**src/rtl/core/pee_pkg.sv**
```systemverilog
// Package for the prefix expression evaluator: symbol codes, error codes,
// controller states and the command/status structs. No dependencies.
package pee_pkg;

  localparam logic [7:0] SYM_ZERO  = 8'h30;
  localparam logic [7:0] SYM_NINE  = 8'h39;
  localparam logic [7:0] SYM_PLUS  = 8'h2B;
  localparam logic [7:0] SYM_MINUS = 8'h2D;
  localparam logic [7:0] SYM_MUL   = 8'h2A;
  localparam logic [7:0] SYM_DIV   = 8'h2F;

  typedef enum logic [2:0] {
    ERR_NONE   = 3'd0,
    ERR_UNDER  = 3'd1,
    ERR_DIV0   = 3'd2,
    ERR_SYMBOL = 3'd3,
    ERR_SAT    = 3'd4,
    ERR_FULL   = 3'd5
  } err_t;

  typedef enum logic [2:0] {
    OP_DIGIT, OP_ADD, OP_SUB, OP_MUL, OP_DIV, OP_BAD
  } op_t;

  typedef enum logic [2:0] {
    ST_IDLE, ST_READ, ST_EXEC, ST_MUL, ST_DIV, ST_FIN, ST_OUT
  } state_t;

  typedef struct packed {
    logic load;
    logic rd;
    logic exec;
    logic mul_step;
    logic div_step;
    logic fin;
    logic out_done;
  } cmd_t;

  typedef struct packed {
    op_t  op;
    logic last;
    logic div_done;
    logic mul_done;
    logic div_zero;
    logic short_stack;
  } sts_t;

endpackage

```
**src/rtl/core/pee_ctrl.sv**
```systemverilog
// Controller FSM of the prefix expression evaluator.
// Depends on pee_pkg.
module pee_ctrl (
  input  logic          clk,
  input  logic          rst_n,
  input  logic          in_fire,
  input  logic          out_free,
  input  pee_pkg::sts_t sts,
  output pee_pkg::cmd_t cmd,
  output logic          busy
);

  pee_pkg::state_t state_r, state_nxt;

  always_ff @(posedge clk) begin
    if (!rst_n) state_r <= pee_pkg::ST_IDLE;
    else state_r <= state_nxt;
  end

  always_comb begin
    state_nxt = state_r;
    unique case (state_r)
      pee_pkg::ST_IDLE: if (in_fire) state_nxt = pee_pkg::ST_READ;
      pee_pkg::ST_READ: state_nxt = pee_pkg::ST_EXEC;
      pee_pkg::ST_EXEC: begin
        if (sts.op == pee_pkg::OP_MUL && !sts.short_stack) state_nxt = pee_pkg::ST_MUL;
        else if (sts.op == pee_pkg::OP_DIV && !sts.short_stack && !sts.div_zero)
          state_nxt = pee_pkg::ST_DIV;
        else state_nxt = pee_pkg::ST_FIN;
      end
      pee_pkg::ST_MUL: if (sts.mul_done) state_nxt = pee_pkg::ST_FIN;
      pee_pkg::ST_DIV: if (sts.div_done) state_nxt = pee_pkg::ST_FIN;
      pee_pkg::ST_FIN: state_nxt = sts.last ? pee_pkg::ST_OUT : pee_pkg::ST_IDLE;
      pee_pkg::ST_OUT: if (out_free) state_nxt = pee_pkg::ST_IDLE;
      default: state_nxt = pee_pkg::ST_IDLE;
    endcase
  end

  always_comb begin
    cmd = '0;
    busy = 1'b1;
    unique case (state_r)
      pee_pkg::ST_IDLE: begin busy = 1'b0; cmd.load = in_fire; end
      pee_pkg::ST_READ: cmd.rd = 1'b1;
      pee_pkg::ST_EXEC: cmd.exec = 1'b1;
      pee_pkg::ST_MUL: cmd.mul_step = 1'b1;
      pee_pkg::ST_DIV: cmd.div_step = 1'b1;
      pee_pkg::ST_FIN: cmd.fin = 1'b1;
      pee_pkg::ST_OUT: cmd.out_done = out_free;
      default: ;
    endcase
  end

endmodule

```
**src/rtl/core/pee_dp.sv**
```systemverilog
// Datapath: value stack, Q format add/sub, partial-product multiplier, radix-2 divider.
// Depends on pee_pkg.
module pee_dp #(
  parameter int STACK_DEPTH = 16,
  parameter int FRAC_BITS   = 24,
  parameter int VALUE_WIDTH = 48
) (
  input  logic                   clk,
  input  logic                   rst_n,
  input  logic [7:0]             symbol,
  input  logic                   last,
  input  pee_pkg::cmd_t          cmd,
  output pee_pkg::sts_t          sts,
  output logic signed [VALUE_WIDTH-1:0] res_value,
  output logic [2:0]             res_error
);

  localparam int CW = $clog2(STACK_DEPTH + 1);
  localparam int AW = (STACK_DEPTH > 1) ? $clog2(STACK_DEPTH) : 1;
  localparam int W  = VALUE_WIDTH;
  localparam int HW = (W + 1) / 2;
  localparam int PW = 2 * W;
  localparam int NW = W + FRAC_BITS;
  localparam int IW = $clog2(NW + 1);
  localparam int DW = NW + 4;
  localparam logic [W-1:0] VMAX = {1'b0, {(W-1){1'b1}}};
  localparam logic [W-1:0] VMIN = {1'b1, {(W-1){1'b0}}};

  logic [W-1:0] mem [STACK_DEPTH];
  logic [CW-1:0] cnt_r;
  logic [2:0] err_r;
  logic [7:0] sym_r;
  logic last_r;
  logic [W-1:0] op1_r, op2_r, res_r;
  logic res_ok_r;
  logic neg_r;
  logic [W-1:0] ma_r, mb_r;
  logic [PW-1:0] acc_r;
  logic [1:0] mstep_r;
  logic [NW-1:0] num_r;
  logic [W:0] rem_r;
  logic [IW-1:0] dcnt_r;
  logic [W-1:0] out_value_r;
  logic [2:0] out_error_r;

  pee_pkg::op_t op;
  always_comb begin
    if (sym_r >= pee_pkg::SYM_ZERO && sym_r <= pee_pkg::SYM_NINE) op = pee_pkg::OP_DIGIT;
    else begin
      case (sym_r)
        pee_pkg::SYM_PLUS:  op = pee_pkg::OP_ADD;
        pee_pkg::SYM_MINUS: op = pee_pkg::OP_SUB;
        pee_pkg::SYM_MUL:   op = pee_pkg::OP_MUL;
        pee_pkg::SYM_DIV:   op = pee_pkg::OP_DIV;
        default:            op = pee_pkg::OP_BAD;
      endcase
    end
  end

  logic short_stack, full;
  assign short_stack = cnt_r < CW'(2);
  assign full = cnt_r >= CW'(STACK_DEPTH);

  // digit value with saturation check
  logic [DW-1:0] dig_ext;
  logic dig_sat;
  assign dig_ext = DW'(sym_r[3:0] - 4'd0) << FRAC_BITS;
  assign dig_sat = dig_ext > DW'(VMAX);

  logic [W:0] sum_w, dif_w;
  assign sum_w = {op1_r[W-1], op1_r} + {op2_r[W-1], op2_r};
  assign dif_w = {op1_r[W-1], op1_r} - {op2_r[W-1], op2_r};

  logic [W-1:0] mag1, mag2;
  assign mag1 = op1_r[W-1] ? W'(-op1_r) : op1_r;
  assign mag2 = op2_r[W-1] ? W'(-op2_r) : op2_r;

  // multiplier: one HW x HW partial product per step
  logic [HW-1:0] pa, pb;
  logic [2*HW-1:0] pp;
  logic [PW+2*HW-1:0] pp_sh;
  always_comb begin
    pa = mstep_r[1] ? HW'(ma_r >> HW) : ma_r[HW-1:0];
    pb = mstep_r[0] ? HW'(mb_r >> HW) : mb_r[HW-1:0];
    pp = pa * pb;
    pp_sh = (PW+2*HW)'(pp) << (HW * (int'(mstep_r[1]) + int'(mstep_r[0])));
  end

  logic [W:0] rem_sh, rem_sub;
  assign rem_sh = {rem_r[W-1:0], num_r[NW-1]};
  assign rem_sub = rem_sh - {1'b0, mb_r};

  // saturating conversion of magnitude to signed value
  function automatic logic [W:0] from_mag(input logic neg, input logic [PW-1:0] m);
    logic [PW-1:0] lim;
    lim = PW'(VMAX) + PW'(neg);
    if (m > lim) from_mag = {1'b1, neg ? VMIN : VMAX};
    else from_mag = {1'b0, neg ? W'(-m[W-1:0]) : m[W-1:0]};
  endfunction

  logic [2:0] err_nxt;
  logic [W-1:0] top_r;

  always_ff @(posedge clk) begin
    if (!rst_n) begin
      cnt_r <= '0;
      err_r <= pee_pkg::ERR_NONE;
    end else begin
      err_r <= err_nxt;
      if (cmd.exec) begin
        if (op == pee_pkg::OP_DIGIT && !full) begin
          mem[cnt_r[AW-1:0]] <= dig_sat ? VMAX : dig_ext[W-1:0];
          cnt_r <= cnt_r + CW'(1);
        end else if (op != pee_pkg::OP_DIGIT && op != pee_pkg::OP_BAD && !short_stack)
          cnt_r <= cnt_r - CW'(2);
      end
      if (cmd.fin && res_ok_r) begin
        mem[cnt_r[AW-1:0]] <= res_r;
        cnt_r <= cnt_r + CW'(1);
      end
      if (cmd.out_done) begin
        cnt_r <= '0;
        err_r <= pee_pkg::ERR_NONE;
      end
    end
  end

  always_comb begin
    err_nxt = err_r;
    if (err_r == pee_pkg::ERR_NONE) begin
      if (cmd.exec) begin
        case (op)
          pee_pkg::OP_DIGIT: if (full) err_nxt = pee_pkg::ERR_FULL;
                             else if (dig_sat) err_nxt = pee_pkg::ERR_SAT;
          pee_pkg::OP_BAD: err_nxt = pee_pkg::ERR_SYMBOL;
          default: begin
            if (short_stack) err_nxt = pee_pkg::ERR_UNDER;
            else if (op == pee_pkg::OP_DIV && op2_r == '0) err_nxt = pee_pkg::ERR_DIV0;
            else if (op == pee_pkg::OP_ADD && sum_w[W] != sum_w[W-1])
              err_nxt = pee_pkg::ERR_SAT;
            else if (op == pee_pkg::OP_SUB && dif_w[W] != dif_w[W-1])
              err_nxt = pee_pkg::ERR_SAT;
          end
        endcase
      end
      if (cmd.mul_step && mstep_r == 2'd3) begin
        if (from_mag(neg_r, (acc_r + PW'(pp_sh)) >> FRAC_BITS) >> W != '0)
          err_nxt = pee_pkg::ERR_SAT;
      end
      if (cmd.div_step && dcnt_r == IW'(1)) begin
        if (from_mag(neg_r, PW'({num_r[NW-2:0], !rem_sub[W]})) >> W != '0)
          err_nxt = pee_pkg::ERR_SAT;
      end
      if (cmd.fin && last_r && cnt_r == '0 && !res_ok_r) err_nxt = pee_pkg::ERR_UNDER;
    end
  end

  always_ff @(posedge clk) begin
    if (cmd.load) begin
      sym_r <= symbol;
      last_r <= last;
    end
    if (cmd.rd) begin
      op1_r <= (cnt_r >= CW'(1)) ? mem[AW'(cnt_r - CW'(1))] : '0;
      op2_r <= (cnt_r >= CW'(2)) ? mem[AW'(cnt_r - CW'(2))] : '0;
    end
    if (cmd.exec) begin
      res_ok_r <= (op == pee_pkg::OP_ADD || op == pee_pkg::OP_SUB) && !short_stack;
      neg_r <= op1_r[W-1] ^ op2_r[W-1];
      ma_r <= mag1;
      mb_r <= mag2;
      acc_r <= '0;
      mstep_r <= '0;
      num_r <= NW'(mag1) << FRAC_BITS;
      rem_r <= '0;
      dcnt_r <= IW'(NW);
      if (!short_stack) begin
        case (op)
          pee_pkg::OP_ADD:
            res_r <= (sum_w[W] != sum_w[W-1]) ? (sum_w[W] ? VMIN : VMAX) : sum_w[W-1:0];
          pee_pkg::OP_SUB:
            res_r <= (dif_w[W] != dif_w[W-1]) ? (dif_w[W] ? VMIN : VMAX) : dif_w[W-1:0];
          default: ;
        endcase
      end
    end
    if (cmd.mul_step) begin
      acc_r <= acc_r + PW'(pp_sh);
      mstep_r <= mstep_r + 2'd1;
      if (mstep_r == 2'd3) begin
        res_ok_r <= 1'b1;
        res_r <= W'(from_mag(neg_r, (acc_r + PW'(pp_sh)) >> FRAC_BITS));
      end
    end
    if (cmd.div_step) begin
      rem_r <= rem_sub[W] ? rem_sh : rem_sub;
      num_r <= {num_r[NW-2:0], !rem_sub[W]};
      dcnt_r <= dcnt_r - IW'(1);
      if (dcnt_r == IW'(1)) begin
        res_ok_r <= 1'b1;
        res_r <= W'(from_mag(neg_r, PW'({num_r[NW-2:0], !rem_sub[W]})));
      end
    end
    if (cmd.fin) top_r <= res_ok_r ? res_r : ((cnt_r == '0) ? '0 : mem[AW'(cnt_r - CW'(1))]);
    if (cmd.out_done) begin
      out_value_r <= top_r;
      out_error_r <= err_r;
    end
  end

  assign sts.op = op;
  assign sts.last = last_r;
  assign sts.mul_done = mstep_r == 2'd3;
  assign sts.div_done = dcnt_r == IW'(1);
  assign sts.div_zero = op2_r == '0;
  assign sts.short_stack = short_stack;
  assign res_value = out_value_r;
  assign res_error = out_error_r;

`ifndef ASSERT_OFF
  a_cnt_bound: assert property (@(posedge clk) disable iff (!rst_n)
    cnt_r <= CW'(STACK_DEPTH)) else $error("stack count above depth");
  a_err_sticky: assert property (@(posedge clk) disable iff (!rst_n)
    ($past(err_r) != pee_pkg::ERR_NONE && !$past(cmd.out_done)) |-> $stable(err_r))
    else $error("sticky error changed");
  a_clear: assert property (@(posedge clk) disable iff (!rst_n)
    cmd.out_done |=> (cnt_r == '0 && err_r == pee_pkg::ERR_NONE))
    else $error("stack not cleared after result");
`endif

endmodule

```
**src/rtl/core/prefix_expression_evaluator.sv**
```systemverilog
// Top level of the prefix expression evaluator: stream ports, controller and datapath.
// Depends on pee_pkg, pee_ctrl, pee_dp.
//
//  channel | dir | payload
//  in_     | in  | tdata[7:0] symbol, tlast last
//  out_    | out | tdata[47:0] value, tuser[2:0] error
//
// Each item passes the states ST_IDLE, ST_READ, ST_EXEC and ST_FIN; * adds ST_MUL for its
// 4 partial products, / adds ST_DIV (one quotient bit per cycle).
// An item marked last adds the state ST_OUT to move its result into the output register,
// which holds it until out_tready; ST_OUT waits while an earlier result is held.
// Synchronous active-low reset, no clearing pass. Input stalls while an item is in flight.
module prefix_expression_evaluator #(
  parameter int STACK_DEPTH = 16,
  parameter int FRAC_BITS   = 24,
  parameter int VALUE_WIDTH = 48
) (
  input  logic clk,
  input  logic rst_n,
  input  logic in_tvalid,
  output logic in_tready,
  input  logic [7:0] in_tdata,   // symbol
  input  logic in_tlast,         // last
  output logic out_tvalid,
  input  logic out_tready,
  output logic [((VALUE_WIDTH+7)/8)*8-1:0] out_tdata, // value
  output logic [2:0] out_tuser   // error
);

  pee_pkg::cmd_t cmd;
  pee_pkg::sts_t sts;
  logic busy;
  logic signed [VALUE_WIDTH-1:0] res_value;
  logic in_fire, out_fire, out_free;
  logic out_v_r;

  assign in_tready = !busy;
  assign in_fire = in_tvalid && in_tready;
  assign out_fire = out_tvalid && out_tready;
  assign out_free = !out_v_r || out_tready;

  pee_ctrl u_ctrl (
    .clk, .rst_n, .in_fire, .out_free, .sts, .cmd, .busy
  );

  pee_dp #(
    .STACK_DEPTH(STACK_DEPTH), .FRAC_BITS(FRAC_BITS), .VALUE_WIDTH(VALUE_WIDTH)
  ) u_dp (
    .clk, .rst_n, .symbol(in_tdata), .last(in_tlast), .cmd, .sts,
    .res_value, .res_error(out_tuser)
  );

  always_ff @(posedge clk) begin
    if (!rst_n) out_v_r <= 1'b0;
    else if (cmd.out_done) out_v_r <= 1'b1;
    else if (out_fire) out_v_r <= 1'b0;
  end
  assign out_tvalid = out_v_r;
  assign out_tdata = (((VALUE_WIDTH+7)/8)*8)'($unsigned(res_value));

endmodule
```
**config.mk**
```make
export PLATFORM = sky130hd
export DESIGN_NAME = prefix_expression_evaluator
export DESIGN_NICKNAME = d
export VERILOG_FILES = /design/src/rtl/core/pee_pkg.sv /design/src/rtl/core/pee_ctrl.sv /design/src/rtl/core/pee_dp.sv /design/src/rtl/core/prefix_expression_evaluator.sv
export SDC_FILE = /design/constraint.sdc
export NUM_CORES = 2
export LEC_CHECK = 0
export BUFFER_PORTS_ARGS = -buffer_cell sky130_fd_sc_hd__buf_4
export CELL_PAD_IN_SITES_DETAIL_PLACEMENT = 0
export CELL_PAD_IN_SITES_GLOBAL_PLACEMENT = 1
export CORE_ASPECT_RATIO = 0.7
export CORE_MARGIN = 4
export CORE_UTILIZATION = 53
export DETAILED_ROUTE_END_ITERATION = 16
export PLACE_DENSITY = 0.87
export SLEW_MARGIN = 20
export SYNTH_ARGS = -nofsm -noshare
export SYNTH_HDL_FRONTEND = slang
export SYNTH_SLANG_ARGS = --single-unit
```
**constraint.sdc**
```tcl
create_clock -name clk -period 16.2 [get_ports clk]
set_input_delay 3.24 -clock clk [delete_from_list [all_inputs] [get_ports clk]]
set_output_delay 3.24 -clock clk [all_outputs]
set_load 0.01 [all_outputs]
```
==> results.json <==
{
  "whs_endpoint": "u_dp.res_value[18]$_DFFE_PP_",
  "hold_depth": 0,
  "numPortBuffers": 65,
  "globalplace.congestion": 1.09,
  "cts_buffers": 145,
  "cts.sinks": 1355,
  "period_share_pct": 96.0,
  "yosysUniqueCellTypes": 109,
  "final_cells": 12000,
  "crit_fanout": 18,
  "start_util_pct": 53.4,
  "syn_inst": 9344,
  "drtIter0Drc": 12700,
  "drt_first_pass_iters": 6,
  "drive_gt1_share_pct": 13.1,
  "grt_max_degree": 118,
  "setup.worst_path.end_class": "register",
  "critical_path.max_stage_delay_ns": 0.56,
  "arrival_ns": 16.20,
  "post_drt_wl_per_cell_um": 33.0,
  "cts_tree": "built",
  "num_io_pins": 66,
  "via_per_inst": 6.90,
  "remaining_drc_errors": 0,
  "drv_cap": 0,
  "yosysTopAreaCellShare_pct": 38.1,
  "fmax_mhz": 64.3,
  "clk_pin_slew_worst_paths_ns": 0.06,
  "hpwl_mm": 293,
  "fin_crit_ns": 15.54,
  "finalClockSkew_ns": 0.0892,
  "worstSetupPathType": "register to register",
  "cts_buffer_depth": 4,
  "nNetsFinal": 10400,
  "whs_ns": 0.409,
  "root_buffer": "clkbuf_16",
  "crit_path_start": "u_dp.mstep_r[0]$_SDFFCE_PN0P_",
  "fp.dieW_um": 533,
  "h-tree-depth": 4,
  "dp_cells": 11700,
  "layout_setup_ws_ns": 0.655,
  "ys_warn_count": 0,
  "yosysMostFrequentCell": "edfxtp_1",
  "fp.dieArea_mm2": 0.200,
  "pre_cts_slack_ns": 0.584,
  "yosysTopAreaCell": "edfxtp_1",
  "syn2layout_area_growth_pct": 9.08,
  "antenna_found_initial": 32,
  "drtAntennaViolNets": 0,
  "cp_slowest_cell": "fa_1",
  "cp.buffers_inverters": 14,
  "grt_pass1_wl_mm": 567,
  "die_h_um": 375,
  "slew_viol_final": 0,
  "rows": 134,
  "tightest_slew_ns": 1.32,
  "status": "complete, no violations",
  "design_area_mm2": 0.111,
  "rr_startpoint": "u_dp.mstep_r[0]$_SDFFCE_PN0P_",
  "mappedNetlistArea_mm2": 0.102,
  "async_reset_ff_share_pct": 0,
  "grt_remaining_overflow": 0,
  "r2r_slack_ns": 0.66,
  "synth_flop_cell": "edfxtp_1",
  "postRouteWirelength_mm": 396,
  "hold_class": "register to register",
  "syn-num-nets": 10400,
  "cp-start-kind": "register",
  "syn_avg_cell_area_um2": 10.9,
  "ys_ff_latch": 1355,
  "worstHoldStart": "u_dp.top_r[18]$_DFFE_PN_",
  "crit_family": "adder cells",
  "synth_edf_count": 1294,
  "grt_pass1_vias": 79100,
  "hold_violations": 0,
  "setup_violations": 0,
  "fill_cells": 15600,
  "required_ns": 16.86,
  "slew-limit-headroom_pct": 11.2,
  "ys_top_cells_by_area": "edfxtp_1, mux4_2, fa_1",
  "r2r_end": "u_dp.res_r[29]$_DFF_P_",
  "grt_use_total_pct": 38.8,
  "ys_seq_area_share_pct": 39.3,
  "dpl_cell_area_mm2": 0.106,
  "synth_common_cells": "edfxtp_1, nor2_1, inv_1, nand2_1, ha_1",
  "worstSkewPairLatency_ns": 0.85,
  "vias": 82700,
  "ctsHoldBuffers": 0,
  "core_area_mm2": 0.191,
  "rr_worst_depth": 59
}
layer usage:
| metal | track usage, % | share of wire [%] | vias up |
|---|---|---|---|
| li1 | - | - | 34200 |
| met1 | 54.9 | 39 | 41200 |
| met2 | 55.4 | 42 | 6137 |
| met3 | 11.0 | 14 | 1070 |
| met4 | 18.3 | 5.9 | 24 |
| met5 | 0.383 | 0.063 | - |
state kept, by name, summed over array words and instances (netlist names), 8 cells and up:
register	flops
u_dp.top_r	48
u_dp.mb_r	48
u_dp.rem_r	48
u_dp.op2_r	48
u_dp.op1_r	48
u_dp.sym_r	8
u_dp.num_r	72
u_dp.res_r	48
u_dp.ma_r	48
u_dp.mem	768
u_dp.acc_r	96
u_dp.res_value	48
stage by stage:
stage / setup TNS [ns] / utilization (%)
floorplan: 0 / -
global placement: 0 / 55.7
detailed placement: 0 / 55.7
CTS: 0 / 58.1
global route: -0.0195 / 58.3
finish: 0 / 58.3
how the worst max path moves through the flow:
stage / end / slack, ns / cells past startpoint
6_report: u_dp.res_r[29]$_DFF_P_ / 0.66 / 59
5_1_grt: u_dp.res_r[29]$_DFF_P_ / -0.02 / 60
4_1_cts: u_dp.res_r[36]$_DFF_P_ / 0.49 / 52
3_5_place_dp: u_dp.res_r[9]$_DFF_P_ / 0.58 / 52
3_3_place_gp: u_dp.res_r[36]$_DFF_P_ / 0.52 / 55
2_1_floorplan: u_dp.res_r[45]$_DFF_P_ / 1.70 / 57
worst register-to-register path: cells and delay by family, from the launching register on:
family	cells	cell delay (ns)
AO/OA/AOI/OAI	22	4.57
XOR/XNOR	2	0.47
adder cells (fa/ha/maj)	10	4.64
buffers and inverters	14	2.00
flip-flops	1	0.42
multiplexers	1	0.51
AND/OR/NAND/NOR	10	2.82
cell type report:
type	instances	area (µm²)	area share, %
diodes	19	47.5	0.0427
clock buffers	169	3830	3.44
clock inverters	83	843	0.757
inverters	799	3010	2.70
multi-input cells	6693	57600	51.8
flip-flops and latches	1355	40100	36.0
well taps	2516	3150	2.83
repair buffers	356	2770	2.49
timing repair:
item / 4_1_cts / 5_1_grt
resized for setup: 0 / 31
buffers inserted: 0 / 4
setup endpoints to repair: 0 / 50
layout by cell type (no fill, tap or decap), types with 126 or more instances in the layout:
master	instances
nor3_1	157
o21ai_0	388
buf_4	347
nor2_1	988
mux4_2	483
nand2_1	761
xnor2_1	255
inv_1	792
fa_1	486
a21oi_1	490
and2_1	126
edfxtp_1	1294
nor2b_1	150
ha_1	523
clkbuf_16	150
a21o_1	182
cell families (layout without fill, tap and decap cells):
group | count (synthesis) | count (layout) | synth area share [%]
other cells | 0 | 19 | 0
flops | 1355 | 1355 | 39.3
compound gates | 1931 | 1931 | 12.5
simple gates | 2817 | 2817 | 12.8
buf+inv | 1296 | 1407 | 4.80
xor+xnor | 335 | 335 | 2.88
mux | 598 | 598 | 11.8
fa+ha+maj | 1012 | 1012 | 16.0
Power is left out: the tool's default activity adds up to more than one toggle a clock period on the data nets, which glitch-free logic cannot reach.
